[src/rtl/dmpwc_pkg.sv]
// Shared types, constants and repeat-unit table for the window counter.
package dmpwc_pkg;

  localparam int PATTERN_LEN_DEF  = 60;
  localparam int NUM_PATTERNS_DEF = 14;
  localparam int NUM_SETS_DEF     = 3;
  localparam int COUNT_WIDTH_DEF  = 32;

  // Fixed field widths of the words on the ports
  localparam int HIT_W  = 32;
  localparam int UNIT_FW = 4;
  localparam int SET_FW  = 2;

  localparam int UNIT_TBL_N   = 14;
  localparam int UNIT_TBL_LEN = 60;

  localparam logic [1:0] BASE_A = 2'd0;
  localparam logic [1:0] BASE_C = 2'd1;
  localparam logic [1:0] BASE_G = 2'd2;
  localparam logic [1:0] BASE_T = 2'd3;

  typedef enum logic {
    CMD_PUSH = 1'b0,
    CMD_READ = 1'b1
  } cmd_t;

  typedef struct packed {
    cmd_t               command;
    logic [1:0]         base;
    logic               read_end;
    logic [SET_FW-1:0]  read_set;
    logic [UNIT_FW-1:0] unit_index;
  } in_word_t;

  typedef struct packed {
    logic [UNIT_FW-1:0] unit_echo;
    logic [SET_FW-1:0]  set_echo;
    logic [HIT_W-1:0]   hit_count;
  } out_word_t;

  // Repeat units, first character in the top byte
  localparam logic [8*UNIT_TBL_LEN-1:0] UNIT_TEXT [UNIT_TBL_N] = '{
    "GCCCACGGTGTCACCTCGGCCCCGGACACCAGGCCGGCCCCGGGCTCCACCGCCCCCCCA",
    "GCCCACGGTGTCACCTCGGCCCCGGAGAGCAGGCCGGCCCCGGGCTCCACCGCGCCCGCA",
    "GCCCACGGTGTCACCTCGGCCCCGGAGAGCAGGCCGGCCCCGGGCTCCACCGCCCCCCCA",
    "GCCCACGGTGTCACCTCGGCCCCGGACACCAGGCCGGCCCCGGGCTCCACCGCCCCCCAA",
    "GCCCACGGTGTCACCTCGGCCCCGGACACCAGGCCCGCCCCGGGCTCCACCGCCCCCCCA",
    "GCCCACGGTGTCACCTCGGCCCCGGACACCAGGCCCGCCCCGGGCTCCACCGCGCCCGCA",
    "GCCCACGGTGTCACCTCGGCCCCGGACACCAGGCCGGCCCCGGGCTCCACCGCCCCCACA",
    "GCCCACGGTGTCACCTCGGCCCCGGACACCAGGCCGGCCCCGGGCTCCACCGCGCCCGCA",
    "GCCCACGGTGTCACCTCGGCCCCGGACACCAGGCCGGCCCCGGGCTCCACCGCACCCCCA",
    "GCCCACGGTGTCACCTCGGCCCCGGACACCAGGCCGGCCCCGGGCTCCACCGCCCCCCCG",
    "GCCCACGGTGTCACCTCGGCCCCGGACACCAGGCCGGCCCCGGGCTCCACCGCCGCCCCA",
    "GCCCACGGTGTCACCTCGGCCCCGGACACCAGGCCGGCCCCGGGCTCCACCGCGCCCCCA",
    "GCCCACGGTGTCACCTCGGCACCGGAGAGCAGGCCGGCCCCGGGCTCCACCGCGCCCGCA",
    "GCCCACGGTGTCACCTCGGCCCCGGAGAGCAGGCCGGCCCTGGGCTCCACCGCCCCCCCA"
  };

  // Base code of unit u at position i; outside the table the unit reads as A
  function automatic logic [1:0] unit_base(input int u, input int i);
    logic [7:0] c;
    if (u >= UNIT_TBL_N || i >= UNIT_TBL_LEN) begin
      return BASE_A;
    end
    c = UNIT_TEXT[u][8*(UNIT_TBL_LEN-1-i) +: 8];
    case (c)
      "C": return BASE_C;
      "G": return BASE_G;
      "T": return BASE_T;
      default: return BASE_A;
    endcase
  endfunction

endpackage

[src/rtl/dmpwc_matcher.sv]
// Parallel forward and reverse-complement compare of the window against all units.
module dmpwc_matcher #(
  parameter int PATTERN_LEN  = dmpwc_pkg::PATTERN_LEN_DEF,
  parameter int NUM_PATTERNS = dmpwc_pkg::NUM_PATTERNS_DEF
) (
  input  logic [PATTERN_LEN-1:0][1:0]  window,  // entry 0 oldest
  output logic [NUM_PATTERNS-1:0][1:0] hits     // 0, 1 or 2 per unit
);

  always_comb begin
    logic fwd;
    logic rev;
    for (int u = 0; u < NUM_PATTERNS; u++) begin
      fwd = 1'b1;
      rev = 1'b1;
      for (int i = 0; i < PATTERN_LEN; i++) begin
        if (window[i] != dmpwc_pkg::unit_base(u, i)) fwd = 1'b0;
        // complement of code b is 3 - b, i.e. bitwise inverse
        if (~window[PATTERN_LEN-1-i] != dmpwc_pkg::unit_base(u, i)) rev = 1'b0;
      end
      hits[u] = {fwd & rev, fwd ^ rev};
    end
  end

endmodule

[src/rtl/dna_multi_pattern_window_counter_core.sv]
// A read word's result shows on out_* from the output register, after stages 1 and 2.
// Throughput: one word per cycle; in_ready drops only while a read sits in the
//   last stage and the previous result is still waiting on the output register.
// Reset (rst_n low, synchronous): empties the window, clears the pipeline and
//   marks every counter row invalid so it reads as zero; no clearing pass.
module dna_multi_pattern_window_counter_core #(
  parameter int PATTERN_LEN  = dmpwc_pkg::PATTERN_LEN_DEF,
  parameter int NUM_PATTERNS = dmpwc_pkg::NUM_PATTERNS_DEF,
  parameter int NUM_SETS     = dmpwc_pkg::NUM_SETS_DEF,
  parameter int COUNT_WIDTH  = dmpwc_pkg::COUNT_WIDTH_DEF
) (
  input  logic                 clk,
  input  logic                 rst_n,
  input  logic                 in_valid,
  output logic                 in_ready,
  input  dmpwc_pkg::in_word_t  in_word,
  output logic                 out_valid,
  input  logic                 out_ready,
  output dmpwc_pkg::out_word_t out_word
);

  // Pipeline:
  //   accept edge : base shifts into the window, word goes to stage 1
  //   stage 1     : window holds this word's view; matcher runs, counter row read
  //   stage 2     : row (memory or forwarded) + increments, saturate, write back;
  //                 read words pick their counter into the output register
  // The counters sit in one memory, one row per read set holding all units, so
  // a push costs a single read-modify-write whatever the number of hits.

  localparam int FILL_W = $clog2(PATTERN_LEN + 1);
  localparam int ROW_W  = (NUM_SETS > 1) ? $clog2(NUM_SETS) : 1;
  localparam int UNIT_W = (NUM_PATTERNS > 1) ? $clog2(NUM_PATTERNS) : 1;
  localparam logic [COUNT_WIDTH-1:0] COUNT_MAX = '1;

  typedef logic [NUM_PATTERNS-1:0][COUNT_WIDTH-1:0] row_t;
  typedef logic [NUM_PATTERNS-1:0][1:0]             inc_t;

  typedef struct packed {
    logic                          valid;
    dmpwc_pkg::cmd_t               command;
    logic                          full;     // window full after this base
    logic                          set_ok;
    logic                          unit_ok;
    logic [dmpwc_pkg::SET_FW-1:0]  read_set;
    logic [dmpwc_pkg::UNIT_FW-1:0] unit_index;
  } stage_t;

  // ---------------------------------------------------------------- flow
  logic adv;     // whole pipeline moves this cycle
  logic take;    // input word accepted
  logic s2_read;
  logic s2_write;
  stage_t s1_r, s1_nxt, s2_r;

  assign s2_read  = s2_r.valid && (s2_r.command == dmpwc_pkg::CMD_READ);
  assign s2_write = s2_r.valid && (s2_r.command == dmpwc_pkg::CMD_PUSH) &&
                    s2_r.full && s2_r.set_ok;

  logic out_valid_r;
  dmpwc_pkg::out_word_t out_word_r;

  // only a read in stage 2 needs the output register
  assign adv      = !(s2_read && out_valid_r && !out_ready);
  assign in_ready = adv;
  assign take     = in_valid && adv;

  // ---------------------------------------------------------------- window
  logic [PATTERN_LEN-1:0][1:0] win_r;
  logic [FILL_W-1:0] fill_r, fill_nxt, fill_inc;
  logic              push_take;
  logic              full_now;

  assign push_take = take && (in_word.command == dmpwc_pkg::CMD_PUSH);

  always_comb begin
    fill_inc = (fill_r < FILL_W'(PATTERN_LEN)) ? fill_r + FILL_W'(1) : fill_r;
    full_now = (fill_inc == FILL_W'(PATTERN_LEN));
    fill_nxt = fill_r;
    if (push_take) begin
      fill_nxt = in_word.read_end ? '0 : fill_inc;
    end
  end

  always_ff @(posedge clk) begin
    if (!rst_n) begin
      fill_r <= '0;
    end else begin
      fill_r <= fill_nxt;
    end
  end

  // newest base enters at the top; hits count only when the window is full
  always_ff @(posedge clk) begin
    if (push_take) begin
      win_r <= {in_word.base, win_r[PATTERN_LEN-1:1]};
    end
  end

  // ---------------------------------------------------------------- stage 1
  always_comb begin
    s1_nxt.valid      = take;
    s1_nxt.command    = in_word.command;
    s1_nxt.full       = full_now;
    s1_nxt.set_ok     = (in_word.read_set < NUM_SETS);
    s1_nxt.unit_ok    = (in_word.unit_index < NUM_PATTERNS);
    s1_nxt.read_set   = in_word.read_set;
    s1_nxt.unit_index = in_word.unit_index;
  end

  always_ff @(posedge clk) begin
    if (!rst_n) begin
      s1_r <= '0;
    end else if (adv) begin
      s1_r <= s1_nxt;
    end
  end

  inc_t hits;

  dmpwc_matcher #(
    .PATTERN_LEN  (PATTERN_LEN),
    .NUM_PATTERNS (NUM_PATTERNS)
  ) u_matcher (
    .window (win_r),
    .hits   (hits)
  );

  // ---------------------------------------------------------------- counters
  row_t             cnt_mem [NUM_SETS];
  logic [NUM_SETS-1:0] row_valid_r;
  row_t             rd_row_q;
  logic             rd_vld_q;
  logic [ROW_W-1:0] s1_row, s2_row;
  logic [ROW_W+dmpwc_pkg::SET_FW-1:0] s1_set_ext, s2_set_ext;

  assign s1_set_ext = {{ROW_W{1'b0}}, s1_r.read_set};
  assign s2_set_ext = {{ROW_W{1'b0}}, s2_r.read_set};
  assign s1_row     = s1_set_ext[ROW_W-1:0];
  assign s2_row     = s2_set_ext[ROW_W-1:0];

  row_t upd_row;
  inc_t inc_r;

  always_ff @(posedge clk) begin
    if (adv && s2_write) begin
      cnt_mem[s2_row] <= upd_row;
    end
    if (adv && s1_r.valid && s1_r.set_ok) begin
      rd_row_q <= cnt_mem[s1_row];
      rd_vld_q <= row_valid_r[s1_row];
    end
  end

  always_ff @(posedge clk) begin
    if (!rst_n) begin
      row_valid_r <= '0;
    end else if (adv && s2_write) begin
      row_valid_r[s2_row] <= 1'b1;
    end
  end

  // ---------------------------------------------------------------- stage 2
  always_ff @(posedge clk) begin
    if (!rst_n) begin
      s2_r <= '0;
    end else if (adv) begin
      s2_r <= s1_r;
    end
  end

  always_ff @(posedge clk) begin
    if (adv) begin
      inc_r <= hits;
    end
  end

  // last write back, forwarded when it hit the row read in the same cycle
  logic             wb_valid_r;
  logic [ROW_W-1:0] wb_row_r;
  row_t             wb_data_r;
  row_t             cur_row;

  always_comb begin
    if (wb_valid_r && (wb_row_r == s2_row)) begin
      cur_row = wb_data_r;
    end else if (rd_vld_q) begin
      cur_row = rd_row_q;
    end else begin
      cur_row = '0;
    end
  end

  always_comb begin
    logic [COUNT_WIDTH:0] sum;
    for (int u = 0; u < NUM_PATTERNS; u++) begin
      sum = {1'b0, cur_row[u]} + (COUNT_WIDTH+1)'(inc_r[u]);
      upd_row[u] = sum[COUNT_WIDTH] ? COUNT_MAX : sum[COUNT_WIDTH-1:0];
    end
  end

  always_ff @(posedge clk) begin
    if (!rst_n) begin
      wb_valid_r <= 1'b0;
    end else if (adv) begin
      wb_valid_r <= s2_write;
    end
  end

  always_ff @(posedge clk) begin
    if (adv && s2_write) begin
      wb_row_r  <= s2_row;
      wb_data_r <= upd_row;
    end
  end

  // ---------------------------------------------------------------- result
  logic [UNIT_W+dmpwc_pkg::UNIT_FW-1:0] unit_ext;
  logic [UNIT_W-1:0]                    unit_sel;
  logic [COUNT_WIDTH-1:0]               cnt_sel;
  logic [dmpwc_pkg::HIT_W+COUNT_WIDTH-1:0] cnt_ext;

  assign unit_ext = {{UNIT_W{1'b0}}, s2_r.unit_index};
  assign unit_sel = unit_ext[UNIT_W-1:0];
  assign cnt_sel  = (s2_r.set_ok && s2_r.unit_ok) ? cur_row[unit_sel] : '0;
  assign cnt_ext  = {{dmpwc_pkg::HIT_W{1'b0}}, cnt_sel};

  // a new read loads while the old word drains, otherwise the word holds
  always_ff @(posedge clk) begin
    if (!rst_n) begin
      out_valid_r <= 1'b0;
    end else begin
      out_valid_r <= (adv && s2_read) || (out_valid_r && !out_ready);
    end
  end

  always_ff @(posedge clk) begin
    if (adv && s2_read) begin
      out_word_r.unit_echo <= s2_r.unit_index;
      out_word_r.set_echo  <= s2_r.read_set;
      out_word_r.hit_count <= cnt_ext[dmpwc_pkg::HIT_W-1:0];
    end
  end

  assign out_valid = out_valid_r;
  assign out_word  = out_word_r;

endmodule

[config.mk]
export PLATFORM = sky130hd
export DESIGN_NAME = dna_multi_pattern_window_counter_core
export DESIGN_NICKNAME = d
export VERILOG_FILES = /design/src/rtl/dmpwc_pkg.sv /design/src/rtl/dmpwc_matcher.sv /design/src/rtl/dna_multi_pattern_window_counter_core.sv
export SDC_FILE = /design/constraint.sdc
export NUM_CORES = 2
export LEC_CHECK = 0
export ABC_AREA = 0
export BUFFER_PORTS_ARGS = -buffer_cell sky130_fd_sc_hd__buf_2
export CORE_AREA = 5 5 487 849
export CTS_BUF_LIST = sky130_fd_sc_hd__clkbuf_8
export DETAILED_ROUTE_END_ITERATION = 10
export DIE_AREA = 0 0 492 854
export GPL_ROUTABILITY_DRIVEN = 0
export PLACE_DENSITY_LB_ADDON = 0.15
export SLEW_MARGIN = 20
export SYNTH_ARGS = -nofsm -noshare
export SYNTH_HDL_FRONTEND = slang
export SYNTH_SLANG_ARGS = --single-unit
[constraint.sdc]
create_clock -name clk -period 73.2 [get_ports clk]
set_clock_uncertainty 0.05 [all_clocks]
set_input_delay 14.64 -clock clk [delete_from_list [all_inputs] [get_ports clk]]
set_output_delay 14.64 -clock clk [all_outputs]
set_load 0.01 [all_outputs]
==> impl_metrics.yaml <==
status:
  status: "complete, no violations"
synth:
  synth_common_cells: "2429 x edfxtp_1, 1370 x nand2_1, 637 x o21ai_0"
  yosys.area.top_type: "edfxtp_1"
  ys_types: 107
  synth.cell_area_um2: 113000
  yosysWarnings: 0
  yosys.cell_count.top_type: "edfxtp_1"
  syn_inst: 8981
  synth_area_leaders: "edfxtp_1 64%, mux2i_1 5.6%, nand2_1 4.5%, o21ai_0 2.8%, a31oi_1 2.0%"
  synth_nets: 9052
  yosysSeqAreaShare: 0.651
  synth.top_cell.area_share: 0.645
  synth_ff_type: "edfxtp_1"
  synth_seq_cells: 2462
  synth_async_sr_flop_share: 0
  syn_avg_cell_area_um2: 12.6
  synth_edf_count: 2429
clocking:
  post_cts_buffers: 0
  clockBufferDepth: 4
  holdBufCountCts: 0
  cts-root-buf: "clkbuf_8"
  cts-buffers-inserted: 378
  h-tree-depth: 5
  clock_latency_ps: 1050
  cts_tree: "done"
  clkTransAtPathRegs_ps: 70
  cts_sinks: 2462
  cts_resized: 0
final_layout:
  postLayoutCoreUtil: 0.313
  drive_above_1_share: 0.105
  fin_cells: 14700
  final_nets: 9155
  area_growth_syn_to_layout_pct: 12.3
route:
  wl_mm: 425
  post_drt_via_cell_ratio: 5.33
  wire_per_inst_um: 28.9
  ant_nets: 0
  initialDrtViolationCount: 6761
  drc: 0
  firstDrtPassIters: 6
  vias: 78200
timing:
  tns_ps: 0
  hold_viol: 0
  slew_headroom: 0.129
  post-route-period-util: 0.422
  layout_setup_ws_ps: 42340
  period_needed_ps: 30860
  setup_violations: 0
  rsz0062_at_grt: "false"
  max_freq_mhz: 32.4
  worst_pin_slew_ps: 1300
  slew_viol_final: 0
global_route:
  grt_pass1_wl_mm: 593
  antenna_found_initial: 25
  grt_overflow: 0
  grt_pass1_vias: 79000
  grt_use_total: 0.194
  grt_max_degree: 179
worst_setup_path:
  crit_family: "simple AND/OR/NAND/NOR gates"
  path_cells: "buf_2, nand2b_1, nor2_2, inv_2, buf_2"
  start_kind: "input pin"
  slowest_stage: "nor2_2"
  crit_top_cell: "buf_2"
  cp_max_fo: 22
  worstPathArrival_ps: 16170
  rrSetupSlack_ps: 66150
  r2r-start: "s2_row[0]"
  critPathKind: "in -> out"
  required_ps: 58510
  crit_path_max_incr_delay_ps: 760
  cp_num_buf_inv: 3
  worstRegToRegCells: 14
  end_kind: "output port"
  r2r-end: "cnt_mem[0][406]"
floorplan:
  die_y_um: 854
  core_area_um2: 406000
  io_pins: 54
  die_w_um: 492
  dieArea_um2: 420000
  initial_core_util: 0.279
  rows: 310
min_path:
  min_to: "win_r[94]"
  hp-class: "reg -> reg"
  min_from: "win_r[96]"
  min_path_cells: 0
placed_design:
  dpl_worst_slack_ps: 42200
  place_hpwl_mm: 281
  dp_cells: 14000
  io_buffers: 53
job:
  cap_violations: 0
pwr:
  powerDensity_nw_per_um2: 22.0
  ir_worst_vdd_v: 0.0000157
  power_leakage_nw: 42.4
-- cell families after synthesis --
| family | count (synthesis) | share of synthesized area |
|---|---|---|
| buffers and inverters | 692 | 0.0264 |
| muxes | 717 | 0.0682 |
| DFF | 2462 | 0.651 |
| and+or+nand+nor | 2860 | 0.123 |
| AOI/OAI and AO/OA | 1943 | 0.105 |
| xor gates and xnor gates | 250 | 0.0196 |
| adders and majority gates | 57 | 0.00723 |
-- area by class of cell --
type	instances	area [um2]
diodes	14	35.0
flip-flops and latches	2462	73600
clock inverters	279	1870
fillers	40500	279000
well taps	5304	6640
repair buffers	313	2450
clock buffers	386	5310
multi-input cells	5827	36700
inverters	102	395
-- per-stage QoR --
stage	cell area (um2)	power, mW	hold slack [ps]
2_1_floorplan	113000	1.63	356
3_3_place_gp	120000	1.67	372
3_5_place_dp	120000	1.67	378
4_1_cts	127000	2.84	394
5_1_grt	127000	2.89	367
6_report	127000	2.79	378
-- report_power, final --
part           switching (mW)  internal, mW
logic                  0.0603        0.0209
registers              0.0116          1.55
clock network           0.574         0.579
-- cell usage in the layout (no fill, tap or decap), drive strengths merged, types with 43 or more instances in the layout --
master and n:
clkbuf 386, nand4 222, mux2i 635, clkinv 144, and3 125, and4 56, a211oi 53, a31oi 367
mux2 43, buf 313, o22ai 45, xnor2 101, o21ai 689, nor4 132, ha 43, and2 58
nor2 258, xor2 149, nand3 236, edfxtp 2429, inv 194, nor3 152, nand2 1370, a21oi 377
-- layer usage --
| layer | track usage | vias up | wire length [um] |
|---|---|---|---|
| met1 | 0.202 | 39600 | 148000 |
| li1 | - | 34800 | - |
| met5 | 0 | - | 87 |
| met3 | 0.0274 | 900 | 21500 |
| met2 | 0.362 | 2959 | 223000 |
| met4 | 0.128 | 12 | 32800 |
-- registers in the layout, summed over array words and instances (netlist names) --
signal / count
cnt_mem: 1344
fill_r: 6
inc_r: 28
out_valid: 1
out_word: 38
rd_row_q: 448
rd_vld_q: 1
row_valid_r: 3
s1_r: 9
s1_row: 2
s2_r: 5
s2_row: 2
unit_sel: 4
wb_data_r: 448
wb_row_r: 2
wb_valid_r: 1
win_r: 120
-- worst max-delay path by stage --
| stage | end | slack, ps | startpoint | cells past startpoint |
|---|---|---|---|---|
| after floorplan | cnt_mem[1][0] | 38300 | s2_r[9] | 2 |
| after global routing | in_ready | 42130 | out_ready | 5 |
| after global placement | in_ready | 42190 | out_ready | 5 |
| after detailed placement | in_ready | 42200 | out_ready | 5 |
| after CTS | in_ready | 42200 | out_ready | 5 |
| final | in_ready | 42340 | out_ready | 5 |
No activity file was read; power rests on OpenSTA's default activity.
